`config.mk`:
```
export PLATFORM = sky130hd
export DESIGN_NAME = glyph_outline_decomposer
export DESIGN_NICKNAME = d
export VERILOG_FILES = /design/src/hw/rtl/god_pkg.sv /design/src/hw/rtl/glyph_outline_decomposer.sv /design/src/hw/rtl/god_datapath.sv /design/src/hw/rtl/god_ctrl.sv
export VERILOG_INCLUDE_DIRS = /design/src /design/src/hw/rtl
export SDC_FILE = /design/constraint.sdc
export NUM_CORES = 2
export LEC_CHECK = 0
export CORE_MARGIN = 4
export CORE_UTILIZATION = 45
export DETAILED_ROUTE_END_ITERATION = 10
export DONT_BUFFER_PORTS = 1
export SETUP_SLACK_MARGIN = 0.1
export SYNTH_ARGS = -nofsm -noshare
export SYNTH_HDL_FRONTEND = slang
export SYNTH_HIERARCHICAL = 1
export SYNTH_SLANG_ARGS = --single-unit
```
`constraint.sdc`:
```
create_clock -name clk -period 10.48 [get_ports clk]
set_clock_uncertainty 0.15 [all_clocks]
set_input_delay 1.572 -clock clk [delete_from_list [all_inputs] [get_ports clk]]
set_output_delay 1.572 -clock clk [all_outputs]
set_load 0.03 [all_outputs]
```
`src/hw/rtl/glyph_outline_decomposer_macros.svh`:
```
// Assertion macros for the glyph outline decomposer RTL.
// Depends on nothing; included by files that carry concurrent assertions.
`ifndef GLYPH_OUTLINE_DECOMPOSER_MACROS_SVH
`define GLYPH_OUTLINE_DECOMPOSER_MACROS_SVH

// Implication checked on every clock edge outside reset.
`define GOD_ASSERT_IMP(label, clk, rst_n, ante, cons, msg) \
    label: assert property (@(posedge clk) disable iff (!rst_n) (ante) |-> (cons)) \
        else $error(msg);

// Implication whose consequent is checked in the cycle after the antecedent.
`define GOD_ASSERT_NEXT(label, clk, rst_n, ante, cons, msg) \
    label: assert property (@(posedge clk) disable iff (!rst_n) (ante) |=> (cons)) \
        else $error(msg);

`endif

```
`src/hw/rtl/god_pkg.sv`:
```
// Package for the glyph outline decomposer: command kinds, tags, FSM states
// and the command and status structs between controller and datapath. No dependencies.
package god_pkg;

    localparam logic [2:0] KIND_MOVE  = 3'd0;
    localparam logic [2:0] KIND_LINE  = 3'd1;
    localparam logic [2:0] KIND_QUAD  = 3'd2;
    localparam logic [2:0] KIND_CUBIC = 3'd3;
    localparam logic [2:0] KIND_CLOSE = 3'd4;
    localparam logic [2:0] KIND_ERROR = 3'd5;

    localparam logic [1:0] TAG_CONIC    = 2'd0;
    localparam logic [1:0] TAG_ON       = 2'd1;
    localparam logic [1:0] TAG_CUBIC    = 2'd2;
    localparam logic [1:0] TAG_RESERVED = 2'd3;

    typedef enum logic [3:0] {
        ST_IDLE,
        ST_RD_FIRST,
        ST_RD_LAST,
        ST_START,
        ST_RD_PT,
        ST_PT,
        ST_ERROR,
        ST_CLOSE
    } god_state_t;

    // Which operand a coordinate slot of a command takes.
    typedef enum logic [2:0] {
        SRC_ZERO,
        SRC_RD,
        SRC_Q,
        SRC_A,
        SRC_B,
        SRC_MID,
        SRC_START,
        SRC_FIRST
    } god_src_t;

    typedef struct packed {
        logic       rd_en;
        logic       ld_first;
        logic       ld_start;
        logic       start_mid;
        logic       start_last;
        logic       ld_q;
        logic       ld_a;
        logic       ld_b;
        logic       out_load;
        logic [2:0] out_kind;
        god_src_t   src1;
        god_src_t   src2;
        god_src_t   src3;
        logic       out_last;
    } god_cmd_t;

    typedef struct packed {
        logic       out_busy;
        logic [1:0] rd_tag;
        logic [1:0] first_tag;
    } god_status_t;

endpackage

```
`src/hw/rtl/glyph_outline_decomposer.sv`:
```
// Top level of the glyph outline decomposer.
// Depends on god_pkg, god_ctrl and god_datapath.
//
// Usage: outline points come in on the point channel (point_x, point_y,
// curve_tag, contour_end, outline_end with valid and ready), one point per
// transfer. Points that do not end a contour are stored in a buffer of
// MAX_POINTS entries and produce nothing; one that finds the buffer full
// produces an error. When the contour ends, the controller walks the buffer
// through the single read port of the buffer memory: setup (two reads, then
// the move), then a read and a handling step per walked point plus one final
// step, and at most one path command (move, line, quadratic, cubic, close or
// error) leaves the output register per step. run_last marks the last
// command that a point caused. No input is taken while a contour is walked.
// A stalled receiver holds the output register and freezes the walk.
// Reset clears the point count, the failure flag and the output valid;
// the buffer itself needs no clearing since only written entries are read.
module glyph_outline_decomposer
    import god_pkg::*;
#(
    parameter int MAX_POINTS = 32,
    parameter int COORD_BITS = 24
)
(
    input  logic                         clk,
    input  logic                         rst_n,
    input  logic                         in_valid,
    output logic                         in_ready,
    input  logic signed [COORD_BITS-1:0] point_x,
    input  logic signed [COORD_BITS-1:0] point_y,
    input  logic [1:0]                   curve_tag,
    input  logic                         contour_end,
    input  logic                         outline_end,
    output logic                         out_valid,
    input  logic                         out_ready,
    output logic [2:0]                   path_kind,
    output logic signed [COORD_BITS-1:0] first_x,
    output logic signed [COORD_BITS:0]   first_y,
    output logic signed [COORD_BITS-1:0] second_x,
    output logic signed [COORD_BITS:0]   second_y,
    output logic signed [COORD_BITS-1:0] third_x,
    output logic signed [COORD_BITS:0]   third_y,
    output logic                         run_last
);

    // Index width covers the buffer; the count also holds MAX_POINTS itself.
    localparam int IDX_BITS = $clog2(MAX_POINTS);
    localparam int CNT_BITS = $clog2(MAX_POINTS + 1);

    logic                wr_en;
    logic [IDX_BITS-1:0] wr_addr;
    logic [IDX_BITS-1:0] rd_addr;
    god_cmd_t            cmd;
    god_status_t         status;

    god_ctrl #(
        .MAX_POINTS (MAX_POINTS),
        .IDX_BITS   (IDX_BITS),
        .CNT_BITS   (CNT_BITS)
    ) u_ctrl (
        .clk      (clk),
        .rst_n    (rst_n),
        .in_valid (in_valid),
        .in_ready (in_ready),
        .in_cend  (contour_end),
        .in_oend  (outline_end),
        .wr_en    (wr_en),
        .wr_addr  (wr_addr),
        .rd_addr  (rd_addr),
        .cmd      (cmd),
        .status   (status)
    );

    god_datapath #(
        .MAX_POINTS (MAX_POINTS),
        .COORD_BITS (COORD_BITS),
        .IDX_BITS   (IDX_BITS)
    ) u_dp (
        .clk       (clk),
        .rst_n     (rst_n),
        .wr_en     (wr_en),
        .wr_addr   (wr_addr),
        .wr_x      (point_x),
        .wr_y      (point_y),
        .wr_tag    (curve_tag),
        .rd_addr   (rd_addr),
        .cmd       (cmd),
        .status    (status),
        .out_ready (out_ready),
        .out_valid (out_valid),
        .path_kind (path_kind),
        .first_x   (first_x),
        .first_y   (first_y),
        .second_x  (second_x),
        .second_y  (second_y),
        .third_x   (third_x),
        .third_y   (third_y),
        .run_last  (run_last)
    );

endmodule

```
`src/hw/rtl/god_datapath.sv`:
```
// Datapath of the glyph outline decomposer: point buffer memory, operand
// registers, midpoint adders and the output register. Uses god_pkg.
module god_datapath
    import god_pkg::*;
#(
    parameter int MAX_POINTS = 32,
    parameter int COORD_BITS = 24,
    parameter int IDX_BITS   = 5
)
(
    input  logic                         clk,
    input  logic                         rst_n,
    input  logic                         wr_en,
    input  logic [IDX_BITS-1:0]          wr_addr,
    input  logic signed [COORD_BITS-1:0] wr_x,
    input  logic signed [COORD_BITS-1:0] wr_y,
    input  logic [1:0]                   wr_tag,
    input  logic [IDX_BITS-1:0]          rd_addr,
    input  god_cmd_t                     cmd,
    output god_status_t                  status,
    input  logic                         out_ready,
    output logic                         out_valid,
    output logic [2:0]                   path_kind,
    output logic signed [COORD_BITS-1:0] first_x,
    output logic signed [COORD_BITS:0]   first_y,
    output logic signed [COORD_BITS-1:0] second_x,
    output logic signed [COORD_BITS:0]   second_y,
    output logic signed [COORD_BITS-1:0] third_x,
    output logic signed [COORD_BITS:0]   third_y,
    output logic                         run_last
);

    localparam int W = COORD_BITS;

    logic signed [W-1:0] mem_x [MAX_POINTS];
    logic signed [W-1:0] mem_y [MAX_POINTS];
    logic [1:0]          mem_t [MAX_POINTS];

    logic signed [W-1:0] rd_x_reg, rd_y_reg;
    logic [1:0]          rd_t_reg;
    logic signed [W-1:0] f_x_reg, f_y_reg, s_x_reg, s_y_reg;
    logic signed [W-1:0] q_x_reg, q_y_reg, a_x_reg, a_y_reg, b_x_reg, b_y_reg;
    logic [1:0]          first_t_reg;
    logic                out_valid_reg;
    logic [2:0]          kind_reg;
    logic signed [W-1:0] o1x_reg, o2x_reg, o3x_reg;
    logic signed [W:0]   o1y_reg, o2y_reg, o3y_reg;
    logic                last_reg;

    logic signed [W-1:0] mid_x, mid_y, smid_x, smid_y;
    logic signed [W-1:0] v1x, v1y, v2x, v2y, v3x, v3y;

    // Truncating halving of a sum toward zero.
    function automatic logic signed [W-1:0] half_sum(input logic signed [W-1:0] a,
                                                      input logic signed [W-1:0] b);
        logic signed [W:0] s;
        logic signed [W:0] h;
        begin
            s = {a[W-1], a} + {b[W-1], b};
            h = (s + {{W{1'b0}}, s[W]}) >>> 1;
            half_sum = h[W-1:0];
        end
    endfunction

    function automatic logic signed [W:0] neg(input logic signed [W-1:0] v);
        begin
            neg = -{v[W-1], v};
        end
    endfunction

    assign mid_x  = half_sum(q_x_reg, rd_x_reg);
    assign mid_y  = half_sum(q_y_reg, rd_y_reg);
    assign smid_x = half_sum(f_x_reg, rd_x_reg);
    assign smid_y = half_sum(f_y_reg, rd_y_reg);

    // In the first slot the midpoint is that of the first and last points,
    // which only the move of a contour uses.
    always_comb
    begin
        v1x = '0; v1y = '0; v2x = '0; v2y = '0; v3x = '0; v3y = '0;
        case (cmd.src1)
            SRC_RD:    begin v1x = rd_x_reg; v1y = rd_y_reg; end
            SRC_Q:     begin v1x = q_x_reg;  v1y = q_y_reg;  end
            SRC_A:     begin v1x = a_x_reg;  v1y = a_y_reg;  end
            SRC_MID:   begin v1x = smid_x;   v1y = smid_y;   end
            SRC_START: begin v1x = s_x_reg;  v1y = s_y_reg;  end
            SRC_FIRST: begin v1x = f_x_reg;  v1y = f_y_reg;  end
            default:   begin v1x = '0;       v1y = '0;       end
        endcase
        case (cmd.src2)
            SRC_RD:    begin v2x = rd_x_reg; v2y = rd_y_reg; end
            SRC_B:     begin v2x = b_x_reg;  v2y = b_y_reg;  end
            SRC_MID:   begin v2x = mid_x;    v2y = mid_y;    end
            SRC_START: begin v2x = s_x_reg;  v2y = s_y_reg;  end
            default:   begin v2x = '0;       v2y = '0;       end
        endcase
        case (cmd.src3)
            SRC_RD:    begin v3x = rd_x_reg; v3y = rd_y_reg; end
            SRC_START: begin v3x = s_x_reg;  v3y = s_y_reg;  end
            default:   begin v3x = '0;       v3y = '0;       end
        endcase
    end

    always_ff @(posedge clk)
    begin
        if (wr_en)
        begin
            mem_x[wr_addr] <= wr_x;
            mem_y[wr_addr] <= wr_y;
            mem_t[wr_addr] <= wr_tag;
        end
        if (cmd.rd_en)
        begin
            rd_x_reg <= mem_x[rd_addr];
            rd_y_reg <= mem_y[rd_addr];
            rd_t_reg <= mem_t[rd_addr];
        end
    end

    always_ff @(posedge clk)
    begin
        if (cmd.ld_first)
        begin
            f_x_reg     <= rd_x_reg;
            f_y_reg     <= rd_y_reg;
            first_t_reg <= rd_t_reg;
        end
        if (cmd.ld_start)
        begin
            if (cmd.start_last)
            begin
                s_x_reg <= rd_x_reg;
                s_y_reg <= rd_y_reg;
            end
            else if (cmd.start_mid)
            begin
                s_x_reg <= smid_x;
                s_y_reg <= smid_y;
            end
            else
            begin
                s_x_reg <= f_x_reg;
                s_y_reg <= f_y_reg;
            end
        end
        if (cmd.ld_q)
        begin
            q_x_reg <= rd_x_reg;
            q_y_reg <= rd_y_reg;
        end
        if (cmd.ld_a)
        begin
            a_x_reg <= rd_x_reg;
            a_y_reg <= rd_y_reg;
        end
        if (cmd.ld_b)
        begin
            b_x_reg <= rd_x_reg;
            b_y_reg <= rd_y_reg;
        end
        if (cmd.out_load)
        begin
            kind_reg <= cmd.out_kind;
            o1x_reg  <= v1x;
            o1y_reg  <= neg(v1y);
            o2x_reg  <= v2x;
            o2y_reg  <= neg(v2y);
            o3x_reg  <= v3x;
            o3y_reg  <= neg(v3y);
            last_reg <= cmd.out_last;
        end
    end

    always_ff @(posedge clk or negedge rst_n)
    begin
        if (!rst_n)
        begin
            out_valid_reg <= 1'b0;
        end
        else if (cmd.out_load)
        begin
            out_valid_reg <= 1'b1;
        end
        else if (out_ready)
        begin
            out_valid_reg <= 1'b0;
        end
    end

    assign status.out_busy  = out_valid_reg && !out_ready;
    assign status.rd_tag    = rd_t_reg;
    assign status.first_tag = first_t_reg;

    assign out_valid = out_valid_reg;
    assign path_kind = kind_reg;
    assign first_x   = o1x_reg;
    assign first_y   = o1y_reg;
    assign second_x  = o2x_reg;
    assign second_y  = o2y_reg;
    assign third_x   = o3x_reg;
    assign third_y   = o3y_reg;
    assign run_last  = last_reg;

endmodule

```
`src/hw/rtl/god_ctrl.sv`:
```
// Controller of the glyph outline decomposer: point counting, failure flag
// and the contour walk state machine. Uses god_pkg and the assertion macros.
`include "glyph_outline_decomposer_macros.svh"
module god_ctrl
    import god_pkg::*;
#(
    parameter int MAX_POINTS = 32,
    parameter int IDX_BITS   = 5,
    parameter int CNT_BITS   = 6
)
(
    input  logic                clk,
    input  logic                rst_n,
    input  logic                in_valid,
    output logic                in_ready,
    input  logic                in_cend,
    input  logic                in_oend,
    output logic                wr_en,
    output logic [IDX_BITS-1:0] wr_addr,
    output logic [IDX_BITS-1:0] rd_addr,
    output god_cmd_t            cmd,
    input  god_status_t         status
);

    localparam logic [CNT_BITS-1:0] MAX_CNT = CNT_BITS'(MAX_POINTS);

    god_state_t          state_reg, state_next;
    logic [CNT_BITS-1:0] count_reg, count_next;
    logic                failed_reg, failed_next;
    logic                oend_reg, oend_next;
    logic [CNT_BITS-1:0] idx_reg, idx_next;
    logic [CNT_BITS-1:0] lim_reg, lim_next;
    logic                inq_reg, inq_next;   // holding a conic control in q
    logic [1:0]          cub_reg, cub_next;   // cubic phase: 0 none, 1 have a, 2 have b

    logic                accept;
    logic [CNT_BITS-1:0] last_idx;
    logic                walk_done;

    assign accept    = in_valid && in_ready;
    assign last_idx  = count_reg - CNT_BITS'(1);
    assign wr_addr   = count_reg[IDX_BITS-1:0];
    // The index counts one past the buffer, so the walk end never wraps.
    assign walk_done = idx_reg > lim_reg;

    always_ff @(posedge clk or negedge rst_n)
    begin
        if (!rst_n)
        begin
            state_reg  <= ST_IDLE;
            count_reg  <= '0;
            failed_reg <= 1'b0;
            oend_reg   <= 1'b0;
            idx_reg    <= '0;
            lim_reg    <= '0;
            inq_reg    <= 1'b0;
            cub_reg    <= '0;
        end
        else
        begin
            state_reg  <= state_next;
            count_reg  <= count_next;
            failed_reg <= failed_next;
            oend_reg   <= oend_next;
            idx_reg    <= idx_next;
            lim_reg    <= lim_next;
            inq_reg    <= inq_next;
            cub_reg    <= cub_next;
        end
    end

    always_comb
    begin
        state_next  = state_reg;
        count_next  = count_reg;
        failed_next = failed_reg;
        oend_next   = oend_reg;
        idx_next    = idx_reg;
        lim_next    = lim_reg;
        inq_next    = inq_reg;
        cub_next    = cub_reg;
        in_ready    = 1'b0;
        wr_en       = 1'b0;
        rd_addr     = idx_reg[IDX_BITS-1:0];
        cmd         = '0;
        cmd.src1    = SRC_ZERO;
        cmd.src2    = SRC_ZERO;
        cmd.src3    = SRC_ZERO;
        case (state_reg)
            ST_IDLE:
            begin
                in_ready = 1'b1;
                if (accept)
                begin
                    if (failed_reg)
                    begin
                        if (in_oend)
                        begin
                            failed_next = 1'b0;
                            count_next  = '0;
                        end
                    end
                    else if (count_reg >= MAX_CNT)
                    begin
                        oend_next  = in_oend;
                        state_next = ST_ERROR;
                    end
                    else
                    begin
                        wr_en      = 1'b1;
                        count_next = count_reg + CNT_BITS'(1);
                        oend_next  = in_oend;
                        if (in_cend || in_oend)
                        begin
                            state_next = ST_RD_FIRST;
                        end
                    end
                end
            end
            ST_RD_FIRST:
            begin
                rd_addr    = '0;
                cmd.rd_en  = 1'b1;
                state_next = ST_RD_LAST;
            end
            ST_RD_LAST:
            begin
                cmd.ld_first = 1'b1;
                rd_addr      = last_idx[IDX_BITS-1:0];
                cmd.rd_en    = 1'b1;
                state_next   = ST_START;
            end
            ST_START:
            begin
                // Read data holds the last point, first point is registered.
                inq_next = 1'b0;
                cub_next = '0;
                if (status.first_tag == TAG_CUBIC)
                begin
                    state_next = ST_ERROR;
                end
                else if (!status.out_busy)
                begin
                    cmd.ld_start = 1'b1;
                    cmd.out_load = 1'b1;
                    cmd.out_kind = KIND_MOVE;
                    if (status.first_tag == TAG_CONIC)
                    begin
                        idx_next = '0;
                        if (status.rd_tag == TAG_ON)
                        begin
                            cmd.start_last = 1'b1;
                            cmd.src1       = SRC_RD;
                            lim_next       = last_idx - CNT_BITS'(1);
                        end
                        else
                        begin
                            cmd.start_mid = 1'b1;
                            cmd.src1      = SRC_MID;
                            lim_next      = last_idx;
                        end
                        // Conic first and one point: a wrapped quad still follows.
                    end
                    else
                    begin
                        cmd.src1 = SRC_FIRST;
                        idx_next = CNT_BITS'(1);
                        lim_next = last_idx;
                    end
                    state_next = ST_RD_PT;
                end
            end
            ST_RD_PT:
            begin
                cmd.rd_en  = 1'b1;
                state_next = ST_PT;
            end
            ST_PT:
            begin
                // The point at idx_reg is in the read register. A stalled
                // output holds the walk here.
                if (!status.out_busy)
                begin
                    state_next = ST_RD_PT;
                    if (walk_done)
                    begin
                        // Past the end of the contour.
                        if (inq_reg)
                        begin
                            cmd.out_load = 1'b1;
                            cmd.out_kind = KIND_QUAD;
                            cmd.src1     = SRC_Q;
                            cmd.src2     = SRC_START;
                            cmd.out_last = 1'b1;
                            count_next   = '0;
                            failed_next  = 1'b0;
                            state_next   = ST_IDLE;
                        end
                        else if (cub_reg == 2'd2)
                        begin
                            cmd.out_load = 1'b1;
                            cmd.out_kind = KIND_CUBIC;
                            cmd.src1     = SRC_A;
                            cmd.src2     = SRC_B;
                            cmd.src3     = SRC_START;
                            cmd.out_last = 1'b1;
                            count_next   = '0;
                            failed_next  = 1'b0;
                            state_next   = ST_IDLE;
                        end
                        else if (cub_reg == 2'd1)
                        begin
                            state_next = ST_ERROR;
                        end
                        else
                        begin
                            state_next = ST_CLOSE;
                        end
                    end
                    else if (cub_reg == 2'd1)
                    begin
                        if (status.rd_tag != TAG_CUBIC)
                        begin
                            state_next = ST_ERROR;
                        end
                        else
                        begin
                            cmd.ld_b = 1'b1;
                            cub_next = 2'd2;
                            idx_next = idx_reg + CNT_BITS'(1);
                        end
                    end
                    else if (cub_reg == 2'd2)
                    begin
                        cmd.out_load = 1'b1;
                        cmd.out_kind = KIND_CUBIC;
                        cmd.src1     = SRC_A;
                        cmd.src2     = SRC_B;
                        cmd.src3     = SRC_RD;
                        cub_next     = '0;
                        idx_next     = idx_reg + CNT_BITS'(1);
                    end
                    else if (inq_reg)
                    begin
                        if (status.rd_tag == TAG_ON)
                        begin
                            cmd.out_load = 1'b1;
                            cmd.out_kind = KIND_QUAD;
                            cmd.src1     = SRC_Q;
                            cmd.src2     = SRC_RD;
                            inq_next     = 1'b0;
                            idx_next     = idx_reg + CNT_BITS'(1);
                        end
                        else if (status.rd_tag == TAG_CONIC)
                        begin
                            cmd.out_load = 1'b1;
                            cmd.out_kind = KIND_QUAD;
                            cmd.src1     = SRC_Q;
                            cmd.src2     = SRC_MID;
                            cmd.ld_q     = 1'b1;
                            idx_next     = idx_reg + CNT_BITS'(1);
                        end
                        else
                        begin
                            state_next = ST_ERROR;
                        end
                    end
                    else
                    begin
                        case (status.rd_tag)
                            TAG_ON:
                            begin
                                cmd.out_load = 1'b1;
                                cmd.out_kind = KIND_LINE;
                                cmd.src1     = SRC_RD;
                            end
                            TAG_CONIC:
                            begin
                                cmd.ld_q = 1'b1;
                                inq_next = 1'b1;
                            end
                            default:
                            begin
                                cmd.ld_a = 1'b1;
                                cub_next = 2'd1;
                            end
                        endcase
                        idx_next = idx_reg + CNT_BITS'(1);
                    end
                end
            end
            ST_ERROR:
            begin
                if (!status.out_busy)
                begin
                    cmd.out_load = 1'b1;
                    cmd.out_kind = KIND_ERROR;
                    cmd.out_last = 1'b1;
                    failed_next  = !oend_reg;
                    count_next   = '0;
                    state_next   = ST_IDLE;
                end
            end
            ST_CLOSE:
            begin
                if (!status.out_busy)
                begin
                    cmd.out_load = 1'b1;
                    cmd.out_kind = KIND_CLOSE;
                    cmd.out_last = 1'b1;
                    count_next   = '0;
                    failed_next  = 1'b0;
                    state_next   = ST_IDLE;
                end
            end
            default:
            begin
                state_next = ST_IDLE;
            end
        endcase
    end

    `GOD_ASSERT_IMP(a_ready_idle, clk, rst_n, in_ready, state_reg == ST_IDLE,
        "input taken outside idle")
    `GOD_ASSERT_IMP(a_no_load_busy, clk, rst_n, cmd.out_load, !status.out_busy,
        "output overwritten while stalled")
    `GOD_ASSERT_IMP(a_count_range, clk, rst_n, 1'b1, count_reg <= MAX_CNT,
        "point count beyond buffer")
    `GOD_ASSERT_NEXT(a_error_to_idle, clk, rst_n,
        cmd.out_load && cmd.out_kind == KIND_ERROR, state_reg == ST_IDLE,
        "error not terminating the run")

endmodule

```
# Word-level counts from Yosys, hierarchy flattened
# Memory sizes are Yosys's and may differ from the RTL's. A register that Yosys moved wholly into a read port is not among the register bits.
# Index checks and enable logic that the tools add are counted.
[op_classes]
n_lt_le_gt_ge = 2
bitwise_logic = 3
n_mux = 132
n_eq_ne = 45
reduce_logical = 23
add_sub_neg = 15
[ops]
columns = ["operator", "count"]
rows = [
  ["$pmux 24 s6", 2],
  ["$pmux 24 s4", 2],
  ["$mux 6", 22],
  ["$add 24x24->25", 4],
  ["$add 25x1->25", 4],
  ["$mux 24", 4],
  ["$pmux 24 s2", 2],
  ["$neg 25->25", 3],
  ["$mux 4", 16],
  ["$mux 1", 40],
  ["$mux 10", 4],
  ["$mux 3", 10],
  ["$mux 7", 4],
  ["$pmux 4 s7", 1],
  ["$mux 13", 2],
  ["$mux 2", 12],
  ["$ne 2x2->1 const B", 11],
  ["$eq 3x3->1 const B", 7],
  ["$pmux 6 s3", 1],
  ["$mux 17", 1],
  ["$eq 4x3->1 const B", 4],
  ["$pmux 4 s4", 1],
  ["$mux 14", 1],
  ["$reduce_and 7->1", 2],
  ["other kinds (38)", 60],
]
[word_totals]
ram_bits = 1600
in_bits = 56
out_inout_bits = 153
word_cells = 251
mem_count = 3
register_bits = 421
[mem_list]
columns = ["name", "words", "word_bits", "read_ports", "rd_ports_with_merged_regs", "wr", "line", "text"]
rows = [
  ["u_dp.mem_x", 32, 24, 1, 1, 1, "god_datapath.sv:35", "logic signed [W-1:0] mem_x [MAX_POINTS];"],
  ["u_dp.mem_y", 32, 24, 1, 1, 1, "god_datapath.sv:36", "logic signed [W-1:0] mem_y [MAX_POINTS];"],
  ["u_dp.mem_t", 32, 2, 1, 1, 1, "god_datapath.sv:37", "logic [1:0] mem_t [MAX_POINTS];"],
]

# Longest topological paths before layout
[depth]
ltp_word = 12
mapped_depth = 22
mapped_depth_nobuf = 21

# Modules after synthesis
# The synthesis kept the hierarchy.
[modules_own_cells]
columns = ["mod", "cells_each", "n_inst", "area_per_inst_um2", "seq_area_each_um2"]
rows = [
  ["god_datapath", 4818, 1, 87933.1, 61373.9],
  ["god_ctrl", 313, 1, 2484.9, 650.6],
]

# Least setup slack after synthesis
# No wires, ideal clock.
[synth_path]
path_type = "in2reg"
start = "in out_ready"
end = "reg u_dp.out_valid_reg, in the netlist u_dp/out_valid"
cell_stages = 6
path_slack_ns = -0.083
path_buffers = 1
required_time_ns = 10.221
setup_time_ns = 0.109
arrival_ns = 10.304
path_cell_list = "nor2b_1 clkbuf_1 nor2_1 o21ai_1 o2111ai_1 or2_2"
[synth_rtl]
columns = ["element", "line", "text"]
rows = [
  ["start, declared", "glyph_outline_decomposer.sv:34", "input logic out_ready,"],
  ["end signal, assigned", "god_datapath.sv:178", "out_valid_reg <= 1'b0;"],
  ["end signal, assigned", "god_datapath.sv:182", "out_valid_reg <= 1'b1;"],
  ["end signal, assigned", "god_datapath.sv:186", "out_valid_reg <= 1'b0;"],
  ["end, declared", "god_datapath.sv:44", "logic out_valid_reg;"],
]

# Final worst setup path
[layout_path]
start = "reg u_dp.rd_y_reg[9], read port of u_dp.mem_y"
end = "reg u_dp.o2y_reg[23], in the netlist u_dp/second_y[23], data pin"
[layout_between]
elab_chain_cells = 4
[layout_rtl]
columns = ["element", "line", "text"]
rows = [
  ["start, declared", "god_datapath.sv:39", "logic signed [W-1:0] rd_x_reg, rd_y_reg;"],
  ["$add 24x24->25", "god_datapath.sv:59", "s = {a[W-1], a} + {b[W-1], b};"],
  ["$add 25x1->25", "god_datapath.sv:60", "h = (s + {{W{1'b0}}, s[W]}) >>> 1;"],
  ["$pmux 24 s4 (*)", "god_datapath.sv:90", "case (cmd.src2)"],
  ["$neg 25->25 (*)", "god_datapath.sv:67", "neg = -{v[W-1], v};"],
  ["end signal, assigned", "god_datapath.sv:167", "o2y_reg <= neg(v2y);"],
  ["end, declared", "god_datapath.sv:47", "logic signed [W:0] o1y_reg, o2y_reg, o3y_reg;"],
]
# Mark *: on every way between the ends. The rest lies on a longest branch, timed or not.
# A chain may end at the register's enable or synchronous reset.

==> metrics <==
status finished clean; initial DRC count ~5700; Core Util, Final roughly half; setup bufs post-CTS 0; Post-CTS Hold Fix Bufs 0; layout net count around 5400; Die W between 400 and 500 µm; vias in the first global route between 40000 and 50000; Leakage Power ~0.031 µW; critical path type register to register; # port buffers 0; vias per cell around 6.3; CP Data Arrival Time roughly 7.3 ns; CTS sink count 2070; H-Tree Depth 4; routed length per instance 31.7 µm; Post-synth EDFFs 2043; complex-gate fraction of the synthesized area 6.34%; Final Power around 28000 µW; worst-margin pin slew 1.30 ns; reg2reg path depth 16; TritonCTS clock tree built; Rows approximately 160; minimum clock period 6.90 ns; multi-input logic area between 20000 and 30000 µm²; Power Density 280 nW/µm²; Seq cells post-synth 2070; Final Max Slew Viols 0; Seq/Total Area, Yosys 68.6%; most common cell in the netlist edfxtp_1; DR pass1 iterations 6; total grt overflow 0; CP Max Fanout 11; Initial Util between 40% and 50%; family with the most delay on the worst path simple AND/OR/NAND/NOR gates; CP Capture Type register; mux cell area share after synthesis between 10 and 15%; Synth Cell Area between 90000 and 100000 µm²; Sum Neg Setup Slack 0 ns; largest family of logic cells by synthesized area multiplexers; clock-pin slew on the worst setup and hold paths around 0.06 ns; CP cell instances ha_1 > a21o_1 > a32oi_1 > o22ai_1 > nor3_1 > and2_1 > ha_1 > nand4_1 > or2_2 > nor3_2 > o31ai_1 > a2111o_1 > or4_1 > nor4_2 > nand4_1 > xor2_1; Avg Cell Area, Syn 17.6 µm²; Fillers roughly 16000; # resized after CTS 0; type of origin of the critical path register; Post-Synth XOR/XNOR Area around 2.2%; CTS Buf Count between 200 and 250; vias between 50000 and 60000; placeable core area between 150000 and 200000 µm²; hpwl dp around 150000 µm; R2R Setup Slk approximately 3.6 ns; Die ar. around 210000 µm²; synth unique cells between 100 and 150; post-synthesis adder-cell area fraction 1.75%; Placed Cells 7630; FF-to-FF Start u_dp/rd_y_reg[9]$_DFFE_PP_; Post-synth top flop edfxtp_1; Setup Viol. Count Final 0; Top-Level Pins 209; clk_lat worst skew 0.87 ns; layout cell share with drive strength beyond 1 a little over a fifth; Critical-path top delay cell nor4_2; gpl congestion roughly 0.94; Mapped Nets around 5300; maximum clock rate 0.145 GHz; Area Growth Syn to Fin 11.3%; asr flop ratio synth between 1 and 1.5%; DRT antenna net count 0; Hold Path Class input port to async pin; post-synthesis cell count ~5000; Relative slew margins 13.1%; initial antenna violation count 5; DRT Wirelength ~250000 µm; overall die height ~460 µm; drt drc 0; largest net degree at the start of global routing between 100 and 150; Peak VDD IR between 0.2 and 0.3 mV; clock root cell clkbuf_16; YS warnings 6; Sequential Area ~62000 µm²; first-pass GRT wire length 365000 µm; biggest regs u_dp/mem_x x768, u_dp/mem_y x768, u_dp/mem_t x64; Critical Path Max Stage Delay between 0.6 and 0.7 ns; clk buf depth 3; post-route non-filler standard cell count ~8000; share of Yosys cell area claimed by the top area cell type 67.9%; worst r2r dst u_dp/second_y[23]$_DFFE_PP_; Req. time, crit path between 10 and 15 ns; Critical path buffers and inverters 0; total track usage ~24%; Simple-Gate Fraction of Synth Area about 5%; final hold vios 0; Placed Area ~94000 µm²; area leader, netlist edfxtp_1; commonest cells in the netlist 2043 x edfxtp_1, 503 x mux4_2, 249 x nand2_1, 208 x nor2_1, 200 x clkbuf_1; RSZ-0062 raised after global routing no; post-route cell area 101000 µm²; fin crit share 65.8%; top cells by area, synth edfxtp_1 68%, mux4_2 13%, ha_1 1.7%; max_cap viols 0
==> per-stage QoR <==
stage / hold WS, ns / worst slack (ns)
floorplan: 0.271 / 2.95
global placement: 0.319 / 3.79
detailed placement: 0.327 / 3.76
CTS: 0.158 / 3.75
global route: 0.192 / 3.28
finish: 0.249 / 3.58
==> routing by layer <==
metal | vias up | part of all wire (%) | track usage (%)
met2 | 2165 | 49 | 39.2
met3 | 425 | 7.1 | 4.32
met5 | - | 0.0043 | 0
met1 | 26652 | 41 | 33.0
met4 | 2 | 3.7 | 8.22
li1 | 21181 | - | -
==> worst reg2reg max path: cells and delay by family, from the launching register on <==
family	cells	cell delay (ns)
compound gates	5	1.84
xor+xnor	1	0.20
fa+ha+maj	2	0.70
flops	1	0.65
simple gates	8	3.05
==> logic make-up after synthesis <==
| group | count (synthesis) |
|---|---|
| simple gates | 872 |
| xor+xnor | 223 |
| buf+inv | 342 |
| mux | 686 |
| compound gates | 814 |
| flops | 2070 |
| fa+ha+maj | 124 |
==> worst max path at each step <==
stage,slack (ns),cells past startpoint,start,end
floorplan,2.95,5,out_ready,u_dp/q_x_reg[0]$_DFFE_PP_
global placement,3.79,14,out_ready,u_dp/second_y[23]$_DFFE_PP_
detailed placement,3.76,21,out_ready,u_dp/first_y[18]$_DFFE_PP_
CTS,3.75,16,u_dp/rd_y_reg[9]$_DFFE_PP_,u_dp/second_y[23]$_DFFE_PP_
global route,3.28,16,u_dp/rd_y_reg[9]$_DFFE_PP_,u_dp/second_y[23]$_DFFE_PP_
finish,3.58,16,u_dp/rd_y_reg[9]$_DFFE_PP_,u_dp/second_y[23]$_DFFE_PP_
==> report_power, final <==
part           internal [µW]  switching [µW]  total, µW
Combinational           4070            5840       9910
Sequential             10100             957      11100
Clock                   3980            3200       7190
==> placed cells by master, fill, tap and decap left out, types with 60 or more instances in the layout <==
| cell type | n |
|---|---|
| nand3_1 | 78 |
| ha_1 | 120 |
| inv_1 | 69 |
| a22oi_1 | 60 |
| xnor2_1 | 123 |
| nor2_1 | 172 |
| mux2i_1 | 75 |
| nand2_1 | 249 |
| a21oi_1 | 148 |
| o21ai_0 | 152 |
| mux4_2 | 503 |
| a22o_1 | 70 |
| buf_4 | 108 |
| xor2_1 | 98 |
| mux2_2 | 108 |
| edfxtp_1 | 2043 |
| clkbuf_16 | 213 |
==> cell type report <==
class,count,area share [%]
multi-input combinational,2719,27.3
sequential,2070,61.7
antenna,2,0.00497
inverter,72,0.269
clock inverter,127,1.08
tap,2656,3.30
clock buffer,256,5.46
timing repair buffer,113,0.905
No activity file was read; power rests on OpenSTA's default activity.
